[config.mk]
export PLATFORM = sky130hd
export DESIGN_NAME = linear_interp_resampler
export DESIGN_NICKNAME = d
export VERILOG_FILES = /design/src/design/lir_pkg.sv /design/src/design/linear_interp_resampler.sv /design/src/design/lir_interp.sv
export SDC_FILE = /design/constraint.sdc
export NUM_CORES = 1
export LEC_CHECK = 0
export ABC_AREA = 1
export BUFFER_PORTS_ARGS = -buffer_cell sky130_fd_sc_hd__buf_4
export CAP_MARGIN = 15
export CORE_MARGIN = 2
export CORE_UTILIZATION = 50
export DETAILED_ROUTE_END_ITERATION = 8
export HOLD_SLACK_MARGIN = 0.15
export PLACE_DENSITY = 0.66
export SYNTH_ARGS = -nofsm -noshare
export SYNTH_HDL_FRONTEND = slang
export SYNTH_SLANG_ARGS = --single-unit
[constraint.sdc]
create_clock -name aclk -period 9.2 [get_ports aclk]
set_clock_uncertainty 0.2 [all_clocks]
set_input_delay 2.3 -clock aclk [delete_from_list [all_inputs] [get_ports aclk]]
set_output_delay 2.3 -clock aclk [all_outputs]
set_load 0.02 [all_outputs]
[src/design/lir_pkg.sv]
// shared constants for the linear interpolation resampler
package lir_pkg;

    localparam int SAMPLE_BITS_DEF = 16;
    localparam int FRAC_BITS_DEF   = 16;

    // most outputs one input transfer can cause
    localparam int MAX_RESULTS = 32;
    localparam int CNT_W       = $clog2(MAX_RESULTS + 1);

endpackage

[src/design/linear_interp_resampler.sv]
// sequence: after an input transfer each interpolated output passes the check state (multiply),
//   the sum state and the present state; repeated outputs past a block end go from check to present
// flow: the next input is taken only after the last output of the current one is accepted
//   and the sequencer is back in idle; at most 32 outputs per input transfer
// s_tready and cfg_ready are high only while the sequencer is idle, one item in flight
// reset (aresetn low, synchronous): phase and block state cleared, phase_step back to 1.0
module linear_interp_resampler
    import lir_pkg::*;
#(
    parameter int SAMPLE_BITS = SAMPLE_BITS_DEF,
    parameter int FRAC_BITS   = FRAC_BITS_DEF,
    localparam int DATA_W     = ((SAMPLE_BITS + 7) / 8) * 8,
    localparam int STEP_W     = FRAC_BITS + 4
) (
    input  logic              aclk,
    input  logic              aresetn,

    // phase_step write channel
    input  logic              cfg_valid,
    output logic              cfg_ready,
    input  logic [STEP_W-1:0] cfg_data,   // phase_step, unsigned Q4.FRAC

    // source sample stream
    input  logic              s_tvalid,
    output logic              s_tready,
    input  logic [DATA_W-1:0] s_tdata,    // in_sample
    input  logic              s_tlast,    // in_last

    // resampled stream
    output logic              m_tvalid,
    input  logic              m_tready,
    output logic [DATA_W-1:0] m_tdata,    // out_sample, zero padded
    output logic              m_tlast,    // out_last
    output logic              m_tuser     // out_block_end
);

    localparam int PH_W = FRAC_BITS + 5;
    localparam logic [PH_W-1:0]   PH_ONE    = PH_W'(1) << FRAC_BITS;
    localparam logic [PH_W-1:0]   PH_TWO    = PH_W'(1) << (FRAC_BITS + 1);
    localparam logic [STEP_W-1:0] STEP_MIN  = STEP_W'(1) << (FRAC_BITS - 4);
    localparam logic [STEP_W-1:0] STEP_RST  = STEP_W'(1) << FRAC_BITS;
    localparam logic [CNT_W-1:0]  CNT_MAX   = CNT_W'(MAX_RESULTS);
    localparam logic [CNT_W-1:0]  CNT_LASTN = CNT_W'(MAX_RESULTS - 1);

    // sequencer: idle -> check phase -> (multiply -> sum) or repeat -> present output
    typedef enum logic [3:0] {
        ST_IDLE  = 4'b0001,
        ST_CHECK = 4'b0010,
        ST_SUM   = 4'b0100,
        ST_OUT   = 4'b1000
    } state_t;

    state_t                 state_reg, state_next;
    logic [STEP_W-1:0]      step_reg, step_next;
    logic [PH_W-1:0]        ph_reg, ph_next;
    logic [SAMPLE_BITS-1:0] prev_reg, prev_next;
    logic                   have_prev_reg, have_prev_next;
    logic                   mode_b_reg, mode_b_next;   // 0: interpolating, 1: repeating last
    logic [CNT_W-1:0]       cnt_reg, cnt_next;

    logic [SAMPLE_BITS-1:0] cur_reg, cur_next;
    logic                   last_reg, last_next;
    logic [SAMPLE_BITS-1:0] osmp_reg, osmp_next;
    logic                   olast_reg, olast_next;
    logic                   oend_reg, oend_next;

    logic [STEP_W-1:0]      step_eff;
    logic [PH_W-1:0]        ph_add;
    logic                   room;
    logic                   more_a;
    logic                   more_b;
    logic                   mul_en;
    logic [SAMPLE_BITS-1:0] interp_res;

    // steps below 1/16 are raised to 1/16, which bounds the outputs per item
    assign step_eff = (step_reg < STEP_MIN) ? STEP_MIN : step_reg;
    assign ph_add   = ph_reg + PH_W'(step_eff);

    // lookahead: does another output follow the one being loaded
    assign room   = cnt_reg < CNT_LASTN;
    assign more_a = (ph_add < PH_ONE) || (last_reg && (ph_add < PH_TWO));
    assign more_b = last_reg && (ph_add < PH_ONE);

    lir_interp #(
        .SAMPLE_BITS (SAMPLE_BITS),
        .FRAC_BITS   (FRAC_BITS)
    ) u_interp (
        .aclk   (aclk),
        .mul_en (mul_en),
        .prev   (prev_reg),
        .cur    (cur_reg),
        .frac   (ph_reg[FRAC_BITS-1:0]),
        .result (interp_res)
    );

    always_comb begin
        state_next     = state_reg;
        step_next      = step_reg;
        ph_next        = ph_reg;
        prev_next      = prev_reg;
        have_prev_next = have_prev_reg;
        mode_b_next    = mode_b_reg;
        cnt_next       = cnt_reg;
        cur_next       = cur_reg;
        last_next      = last_reg;
        osmp_next      = osmp_reg;
        olast_next     = olast_reg;
        oend_next      = oend_reg;
        mul_en         = 1'b0;

        // configuration is only written while idle
        if (cfg_valid && cfg_ready) begin
            step_next = cfg_data;
        end

        unique case (state_reg)
            ST_IDLE: begin
                if (s_tvalid) begin
                    cur_next    = s_tdata[SAMPLE_BITS-1:0];
                    last_next   = s_tlast;
                    // first sample of a block goes straight to the repeat pass
                    mode_b_next = !have_prev_reg;
                    cnt_next    = '0;
                    state_next  = ST_CHECK;
                end
            end
            ST_CHECK: begin
                if (!mode_b_reg) begin
                    if ((ph_reg < PH_ONE) && (cnt_reg < CNT_MAX)) begin
                        mul_en     = 1'b1;
                        state_next = ST_SUM;
                    end else begin
                        ph_next = ph_reg - PH_ONE;
                        if (last_reg) begin
                            mode_b_next = 1'b1;
                        end else begin
                            prev_next      = cur_reg;
                            have_prev_next = 1'b1;
                            state_next     = ST_IDLE;
                        end
                    end
                end else begin
                    if (last_reg && (ph_reg < PH_ONE) && (cnt_reg < CNT_MAX)) begin
                        osmp_next  = cur_reg;
                        olast_next = !(more_b && room);
                        oend_next  = !(more_b && room);
                        state_next = ST_OUT;
                    end else begin
                        // item done
                        if (last_reg) begin
                            ph_next        = '0;
                            prev_next      = '0;
                            have_prev_next = 1'b0;
                        end else begin
                            prev_next      = cur_reg;
                            have_prev_next = 1'b1;
                        end
                        state_next = ST_IDLE;
                    end
                end
            end
            ST_SUM: begin
                osmp_next  = interp_res;
                olast_next = !(more_a && room);
                oend_next  = last_reg && !(more_a && room);
                state_next = ST_OUT;
            end
            ST_OUT: begin
                if (m_tready) begin
                    ph_next    = ph_add;
                    cnt_next   = cnt_reg + CNT_W'(1);
                    state_next = ST_CHECK;
                end
            end
            default: begin
                state_next = ST_IDLE;
            end
        endcase
    end

    // control and architectural state
    always_ff @(posedge aclk) begin
        if (!aresetn) begin
            state_reg     <= ST_IDLE;
            step_reg      <= STEP_RST;
            ph_reg        <= '0;
            prev_reg      <= '0;
            have_prev_reg <= 1'b0;
            mode_b_reg    <= 1'b0;
        end else begin
            state_reg     <= state_next;
            step_reg      <= step_next;
            ph_reg        <= ph_next;
            prev_reg      <= prev_next;
            have_prev_reg <= have_prev_next;
            mode_b_reg    <= mode_b_next;
        end
    end

    // item and output payload
    always_ff @(posedge aclk) begin
        cnt_reg   <= cnt_next;
        cur_reg   <= cur_next;
        last_reg  <= last_next;
        osmp_reg  <= osmp_next;
        olast_reg <= olast_next;
        oend_reg  <= oend_next;
    end

    assign cfg_ready = (state_reg == ST_IDLE);
    assign s_tready  = (state_reg == ST_IDLE);
    assign m_tvalid  = (state_reg == ST_OUT);
    assign m_tdata   = DATA_W'(osmp_reg);
    assign m_tlast   = olast_reg;
    assign m_tuser   = oend_reg;

endmodule

[src/design/lir_interp.sv]
// multiply-add unit: prev + round((cur - prev) * frac)
module lir_interp
    import lir_pkg::*;
#(
    parameter int SAMPLE_BITS = SAMPLE_BITS_DEF,
    parameter int FRAC_BITS   = FRAC_BITS_DEF
) (
    input  logic                   aclk,
    input  logic                   mul_en,
    input  logic [SAMPLE_BITS-1:0] prev,
    input  logic [SAMPLE_BITS-1:0] cur,
    input  logic [FRAC_BITS-1:0]   frac,
    output logic [SAMPLE_BITS-1:0] result
);

    localparam int PW = SAMPLE_BITS + FRAC_BITS + 2;
    localparam logic signed [PW-1:0] HALF = PW'(1) <<< (FRAC_BITS - 1);

    logic signed [SAMPLE_BITS:0] diff;
    logic signed [FRAC_BITS:0]   frac_s;
    logic signed [PW-1:0]        prod;
    logic signed [PW-1:0]        prod_reg;
    logic signed [PW-1:0]        shifted;

    assign diff   = $signed({cur[SAMPLE_BITS-1], cur}) - $signed({prev[SAMPLE_BITS-1], prev});
    assign frac_s = $signed({1'b0, frac});
    assign prod   = diff * frac_s + HALF;

    always_ff @(posedge aclk) begin
        if (mul_en) begin
            prod_reg <= prod;
        end
    end

    // floor by the fraction width, result always lies between prev and cur
    assign shifted = prod_reg >>> FRAC_BITS;
    assign result  = prev + shifted[SAMPLE_BITS-1:0];

endmodule

==> flow_metrics.env, run 1 <==
export IMPL_io_buffers=62
export IMPL_clock_fmax_mhz=125
export IMPL_tightest_slew_ns=1.10
export IMPL_syn_cell_area_um2=18300
export IMPL_clock_latency_ns=0.43
export IMPL_ys_warn_count=0
export IMPL_initial_utilization_pct=50.4
export IMPL_grt_use_total_pct=27.6
export IMPL_grt_pass1_wl_um=82200
export IMPL_initialDrtViolationCount=840
export IMPL_ys_types=56
export IMPL_final_layout_size_suffix_gt1_share_pct=7.40
export IMPL_worstSetupEndpoint="u_interp.prod_reg[28]"
export IMPL_period_needed_ns=8.01
export IMPL_hold_violations=0
export IMPL_synth_cells=2383
export IMPL_dr_pass1_iters=7
export IMPL_drv_slew=0
export IMPL_final_nets=2872
export IMPL_num_rows=70
export IMPL_placed_cells=2869
export IMPL_wirelength_um=50200
export IMPL_critPathLaunchType="register"
export IMPL_hold_depth=2
export IMPL_relSlewSlack_pct=26.7
export IMPL_fillers=3547
export IMPL_path_class="register to register"
export IMPL_reg2reg_depth=26
export IMPL_clockBufferDepth=2
export IMPL_cp_data_arrival_time_ns=7.99
export IMPL_r2r_start="cur_reg[9]"
export IMPL_io_pins=63
export IMPL_synth_main_ff_cell="dfxtp_1"
export IMPL_rsz0062_at_grt="false"
export IMPL_crit_path_start="cur_reg[9]"
export IMPL_crit_fanout=14
export IMPL_regArea_um2=2970
export IMPL_first_global_vias=16200
export IMPL_cts_sinks=120
export IMPL_holdBufCountCts=0
export IMPL_cts_repair_resized=0
export IMPL_stdcell_count=2903
export IMPL_routedWlPerCell_um=17.3
export IMPL_regToRegEndpoint="u_interp.prod_reg[28]"
export IMPL_cp_end_kind="register"
export IMPL_async_flop_share_pct=0
export IMPL_fp_dieW_um=195
export IMPL_gp_congestion=0.952
export IMPL_largest_reg_flops=21
export IMPL_die_height_um=195
export IMPL_drc_errors=0
export IMPL_syn_to_final_growth_pct=7.88
export IMPL_antenna_found_initial=0
export IMPL_setup_viol=0
export IMPL_die_area_um2=38100
export IMPL_drv_cap=0
export IMPL_synth_edff_count=57
export IMPL_gr_total_overflow=0
export IMPL_ir_drop_mv=0.0975
export IMPL_multiInputGateArea_um2=12800
export IMPL_ys_ff_latch=120
export IMPL_clk_pin_slew_ns=0.06
export IMPL_htreeDepth=4
export IMPL_status="complete, no violations"
export IMPL_worstHoldPathType="register to register"
export IMPL_reg2reg_slack_ns=1.19
export IMPL_p_leak_nw=10.2
export IMPL_finalCritPeriodShare_pct=87.0
export IMPL_syn_avg_cell_area_um2=7.67
export IMPL_yosysSeqAreaShare_pct=16.3
export IMPL_cts_buffers=17
export IMPL_final_common_cell="inv_1"
export IMPL_ant_nets=0
export IMPL_setup_ws_ns=1.19
export IMPL_cts_tree="yes"
export IMPL_grt_max_degree=43
export IMPL_utilization_pct=54.4
export IMPL_num_vias=15200
export IMPL_p_per_area_nw_per_um2=78.8
export IMPL_hold_start="step_reg[4]"
export IMPL_post_cts_buffers=0
export IMPL_synth_nets=2834
export IMPL_worst_ep_required_time_ns=9.19
export IMPL_fin_tns_setup_ns=0
export IMPL_place_ws_ns=1.23
export IMPL_dpl_hpwl_um=42000
export IMPL_root_buffer="clkbuf_16"
export IMPL_layout_common_cells="inv_1 (588), nand2_1 (393), nor2_1 (286), fa_1 (261), ha_1 (148)"
export IMPL_vias_per_cell=5.23
export IMPL_fp_coreArea_um2=36300
## Yosys cell counts (2+ instances only)
| cell | count | area share (%) |
|---|---|---|
| inv_1 | 588 | 12 |
| nand2_1 | 393 | 8.1 |
| nor2_1 | 287 | 5.9 |
| fa_1 | 261 | 29 |
| ha_1 | 148 | 10 |
| a21oi_1 | 131 | 3.6 |
| nand3_1 | 108 | 3.0 |
| o21ai_0 | 74 | 2.0 |
| dfxtp_1 | 63 | 6.9 |
| edfxtp_1 | 57 | 9.4 |
| clkbuf_1 | 37 | 0.76 |
| xor2_1 | 37 | 1.8 |
| nor2_2 | 18 | 0.62 |
| or2_2 | 18 | 0.62 |
| o22ai_1 | 17 | 0.58 |
| nor3_1 | 14 | 0.38 |
| nand2_2 | 10 | 0.34 |
| a21o_1 | 9 | 0.37 |
| buf_2 | 9 | 0.25 |
| nand4_1 | 9 | 0.31 |
| xnor2_1 | 9 | 0.43 |
| o21bai_1 | 8 | 0.33 |
| buf_6 | 7 | 0.43 |
| a31oi_1 | 6 | 0.21 |
| nand3b_1 | 6 | 0.25 |
| clkinv_1 | 5 | 0.10 |
| nand3_2 | 5 | 0.27 |
| nor4_1 | 5 | 0.17 |
| o21ai_1 | 4 | 0.11 |
| inv_2 | 3 | 0.062 |
| o21a_1 | 3 | 0.12 |
| xor2_2 | 3 | 0.27 |
| a21oi_4 | 2 | 0.18 |
| a31o_2 | 2 | 0.096 |
| buf_1 | 2 | 0.041 |
| buf_4 | 2 | 0.082 |
| o211ai_1 | 2 | 0.082 |
| o31ai_1 | 2 | 0.082 |
| or2_1 | 2 | 0.068 |
## metal layers
layer / GRT usage, % / vias up / wire length (um)
met1: 33.5 / 7345 / 20600
met5: 0 / - / 0
li1: - / 7313 / -
met4: 13.5 / 0 / 2290
met2: 48.6 / 415 / 24800
met3: 3.51 / 114 / 2450
## layout make-up
cell class                      instances  area share (%)
Multi-Input combinational cell       1610            64.9
Sequential cell                       120            15.1
Inverter                              596            11.3
Tap cell                              468            2.97
Timing Repair Buffer                   76            2.93
Clock buffer                           17            2.16
Clock inverter                         15           0.609
Antenna cell                            1          0.0127
## per-stage QoR
step           instance area (um^2)  power [W]  hold WS, ns
3_5_place_dp                  19200   0.000936        0.252
3_3_place_gp                  19200   0.000932        0.241
6_report                      19700    0.00155        0.257
5_1_grt                       19700    0.00162        0.282
4_1_cts                       19700    0.00156        0.261
2_1_floorplan                 18300   0.000826        0.229
## power by group
part	leakage (nW)	switching, W	internal, W	total [W]
registers	1.02	0.0000165	0.000585	0.000601
clock network	0.268	0.000274	0.000350	0.000623
logic	8.93	0.000239	0.0000908	0.000330
## worst min-delay path by stage
stage	end	slack (ns)
floorplan	step_reg[0]	0.23
global placement	step_reg[0]	0.24
detailed placement	step_reg[4]	0.25
CTS	step_reg[4]	0.26
global route	step_reg[4]	0.28
finish	step_reg[4]	0.26
## cell families after synthesis
logic type                 share of synthesized area [%]
adders and majority gates                           38.7
xor gates and xnor gates                            2.47
and+or+nand+nor                                     20.4
DFF                                                 16.3
buffers and inverters                               13.8
AOI/OAI and AO/OA                                   8.33
## critical path, cell delays in order, from the launching register on
cell and delay (ns):
edfxtp_1 0.48, ha_1 0.39, a21oi_1 0.36, nor2_1 0.09, nor2_1 0.16, nand2_1 0.07, nand2_1 0.08, nand2_2 0.20
nor2_1 0.24, inv_1 0.12, fa_1 0.63, fa_1 0.85, inv_1 0.25, fa_1 0.60, fa_1 0.44, fa_1 0.54
inv_1 0.05, fa_1 0.52, inv_1 0.04, ha_1 0.34, nand2_1 0.12, nor2_1 0.21, nand4_1 0.18, a21oi_1 0.30
a211oi_1 0.11, nand3_1 0.10, nand2_1 0.05
(Power assumes the default switching activity.)
==> run 2: changes to the inputs <==
BUFFER_PORTS_ARGS = default   (was -buffer_cell sky130_fd_sc_hd__buf_4)
DONT_BUFFER_PORTS = 1   (was default)
PLACE_DENSITY = default   (was 0.66)
==> run 2 against run 1 <==
Compared with the run above:
- first-iteration DRC count rose by 34%
- routed wire length fell by 2.4%
- clock power rose by 9.8%
- register-to-register slack got worse by 0.16 ns
- total power rose by 2.8%
- combinational power fell by 6%
- utilization fell by 1.1 points
- sequential power barely moved
- worst setup slack got worse by 0.16 ns
- largest cell class unchanged
==> flow_metrics.env, run 2 (same netlist as run 1, synthesis figures left out) <==
export IMPL_worst_ep_required_time_ns=9.17
export IMPL_p_per_area_nw_per_um2=82.7
export IMPL_holdBufCountCts=0
export IMPL_ir_drop_mv=0.127
export IMPL_internal_power_w=0.00109
export IMPL_grt_pass1_wl_um=80800
export IMPL_comb_power_share_pct=19.4
export IMPL_power_frac_seq_pct=37.7
export IMPL_ant_nets=0
export IMPL_cpPeakStageDelay_ns=0.86
export IMPL_layout_common_cells="inv_1 (588), nand2_1 (393), nor2_1 (287), fa_1 (261), ha_1 (148)"
export IMPL_die_height_um=195
export IMPL_antenna_cells=0
export IMPL_gr_total_overflow=0
export IMPL_clock_fmax_mhz=122
export IMPL_place_ws_ns=1.15
export IMPL_fin_tns_setup_ns=0
export IMPL_clock_latency_ns=0.43
export IMPL_grt_max_degree=43
export IMPL_placed_cells=2810
export IMPL_p_leak_nw=9.95
export IMPL_tightest_slew_ns=1.06
export IMPL_htreeDepth=4
export IMPL_clk_pin_slew_ns=0.06
export IMPL_num_vias=14900
export IMPL_fp_coreArea_um2=36300
export IMPL_period_needed_ns=8.17
export IMPL_final_nets=2812
export IMPL_grt_use_total_pct=27.1
export IMPL_wirelength_um=49000
export IMPL_multiInputGateArea_um2=12800
export IMPL_cts_buffers=17
export IMPL_initial_utilization_pct=50.4
export IMPL_setup_viol=0
export IMPL_crit_path_frequent_cell="fa_1"
export IMPL_num_rows=70
export IMPL_cts_tree="yes"
export IMPL_hold_violations=0
export IMPL_relSlewSlack_pct=29.2
export IMPL_clock_power_share_pct=42.8
export IMPL_clockBufferDepth=2
export IMPL_crit_path_top_delay_cell="fa_1"
export IMPL_path_class="register to register"
export IMPL_first_global_vias=15500
export IMPL_stdcell_count=2842
export IMPL_dpl_instance_area_um2=18700
export IMPL_cts_sinks=120
export IMPL_final_common_cell="inv_1"
export IMPL_post_cts_buffers=0
export IMPL_swShare_pct=32.0
export IMPL_worstHoldPathType="register to register"
export IMPL_final_layout_size_suffix_gt1_share_pct=5.01
export IMPL_root_buffer="clkbuf_16"
export IMPL_syn_to_final_growth_pct=5.66
export IMPL_drc_errors=0
export IMPL_crit_fanout=14
export IMPL_p_sw_w=0.000511
export IMPL_cp_data_arrival_time_ns=8.14
export IMPL_power_w=0.00160
export IMPL_io_pins=63
export IMPL_cp_end_kind="register"
export IMPL_dr_pass1_iters=6
export IMPL_die_area_um2=38100
export IMPL_status="complete, no violations"
export IMPL_vias_per_cell=5.25
export IMPL_drv_slew=0
export IMPL_dpl_hpwl_um=40600
export IMPL_critPathLaunchType="register"
export IMPL_cts_repair_resized=0
export IMPL_gp_congestion=0.956
export IMPL_drv_cap=0
export IMPL_routedWlPerCell_um=17.2
export IMPL_setup_ws_ns=1.03
export IMPL_fp_dieW_um=195
export IMPL_fillers=3521
export IMPL_largest_reg_flops=21
export IMPL_finalCritPeriodShare_pct=88.8
export IMPL_fin_area_um2=19300
export IMPL_antenna_found_initial=0
export IMPL_rsz0062_at_grt="false"
export IMPL_io_buffers=0
export IMPL_initialDrtViolationCount=1128
export IMPL_regArea_um2=2970
-- run 2: cell types whose count changed in the layout (fill, tap and decap cells not counted), moves of 2 or more --
cell	previous run	this run
buf_4	75	16
clkinv_4	5	1
inv_6	5	1
clkbuf_8	0	3
clkbuf_16	17	19
inv_4	0	2
-- run 2: path summary, 6_finish.rpt --
check / from / to / slack (ns) / cells past startpoint
max: cur_reg[0] / u_interp.prod_reg[28] / 1.03 / 28
min: step_reg[9] / step_reg[9] / 0.25 / 2
max reg2reg: cur_reg[0] / u_interp.prod_reg[28] / 1.03 / 28
min reg2reg: step_reg[9] / step_reg[9] / 0.25 / 2
-- run 2: layout make-up --
cell class	count	share of cell area (%)
well taps	468	3.03
clock buffers	23	2.70
flip-flops and latches	120	15.4
repair buffers	16	0.622
inverters	596	11.6
clock inverters	9	0.428
multi-input cells	1610	66.2
-- run 2: critical path: cells and delay by family, from the launching register on --
kind | cells | cell delay [ns]
AND/OR/NAND/NOR | 11 | 1.66
buffers and inverters | 5 | 0.55
adder cells (fa/ha/maj) | 9 | 4.57
AO/OA/AOI/OAI | 3 | 0.61
flip-flops | 1 | 0.31
-- run 2: power by group through the flow --
stage	logic, W	registers (W)	clock network (W)
after floorplan	0.000219	0.000607	0
after global placement	0.000302	0.000614	0
after detailed placement	0.000306	0.000614	0
after CTS	0.000308	0.000603	0.000694
after global routing	0.000341	0.000606	0.000715
final	0.000311	0.000603	0.000684
-- run 2: routing by layer --
layer  part of all wire (%)  global-route usage (%)  vias to the layer above  wire length (um)
met1                     45                    36.6                     7248             22000
met2                     47                    46.0                      421             23200
met4                    2.4                    7.89                        0              1190
li1                       -                       -                     7186                 -
met3                    5.3                    3.28                       76              2620
met5                      0                       0                        -                 0
-- run 2: per-stage QoR --
step / hold WS (ns) / utilization [%]
finish: 0.253 / 53.3
detailed placement: 0.245 / 51.6
global route: 0.283 / 53.3
floorplan: 0.229 / -
CTS: 0.254 / 53.3
global placement: 0.242 / 51.6
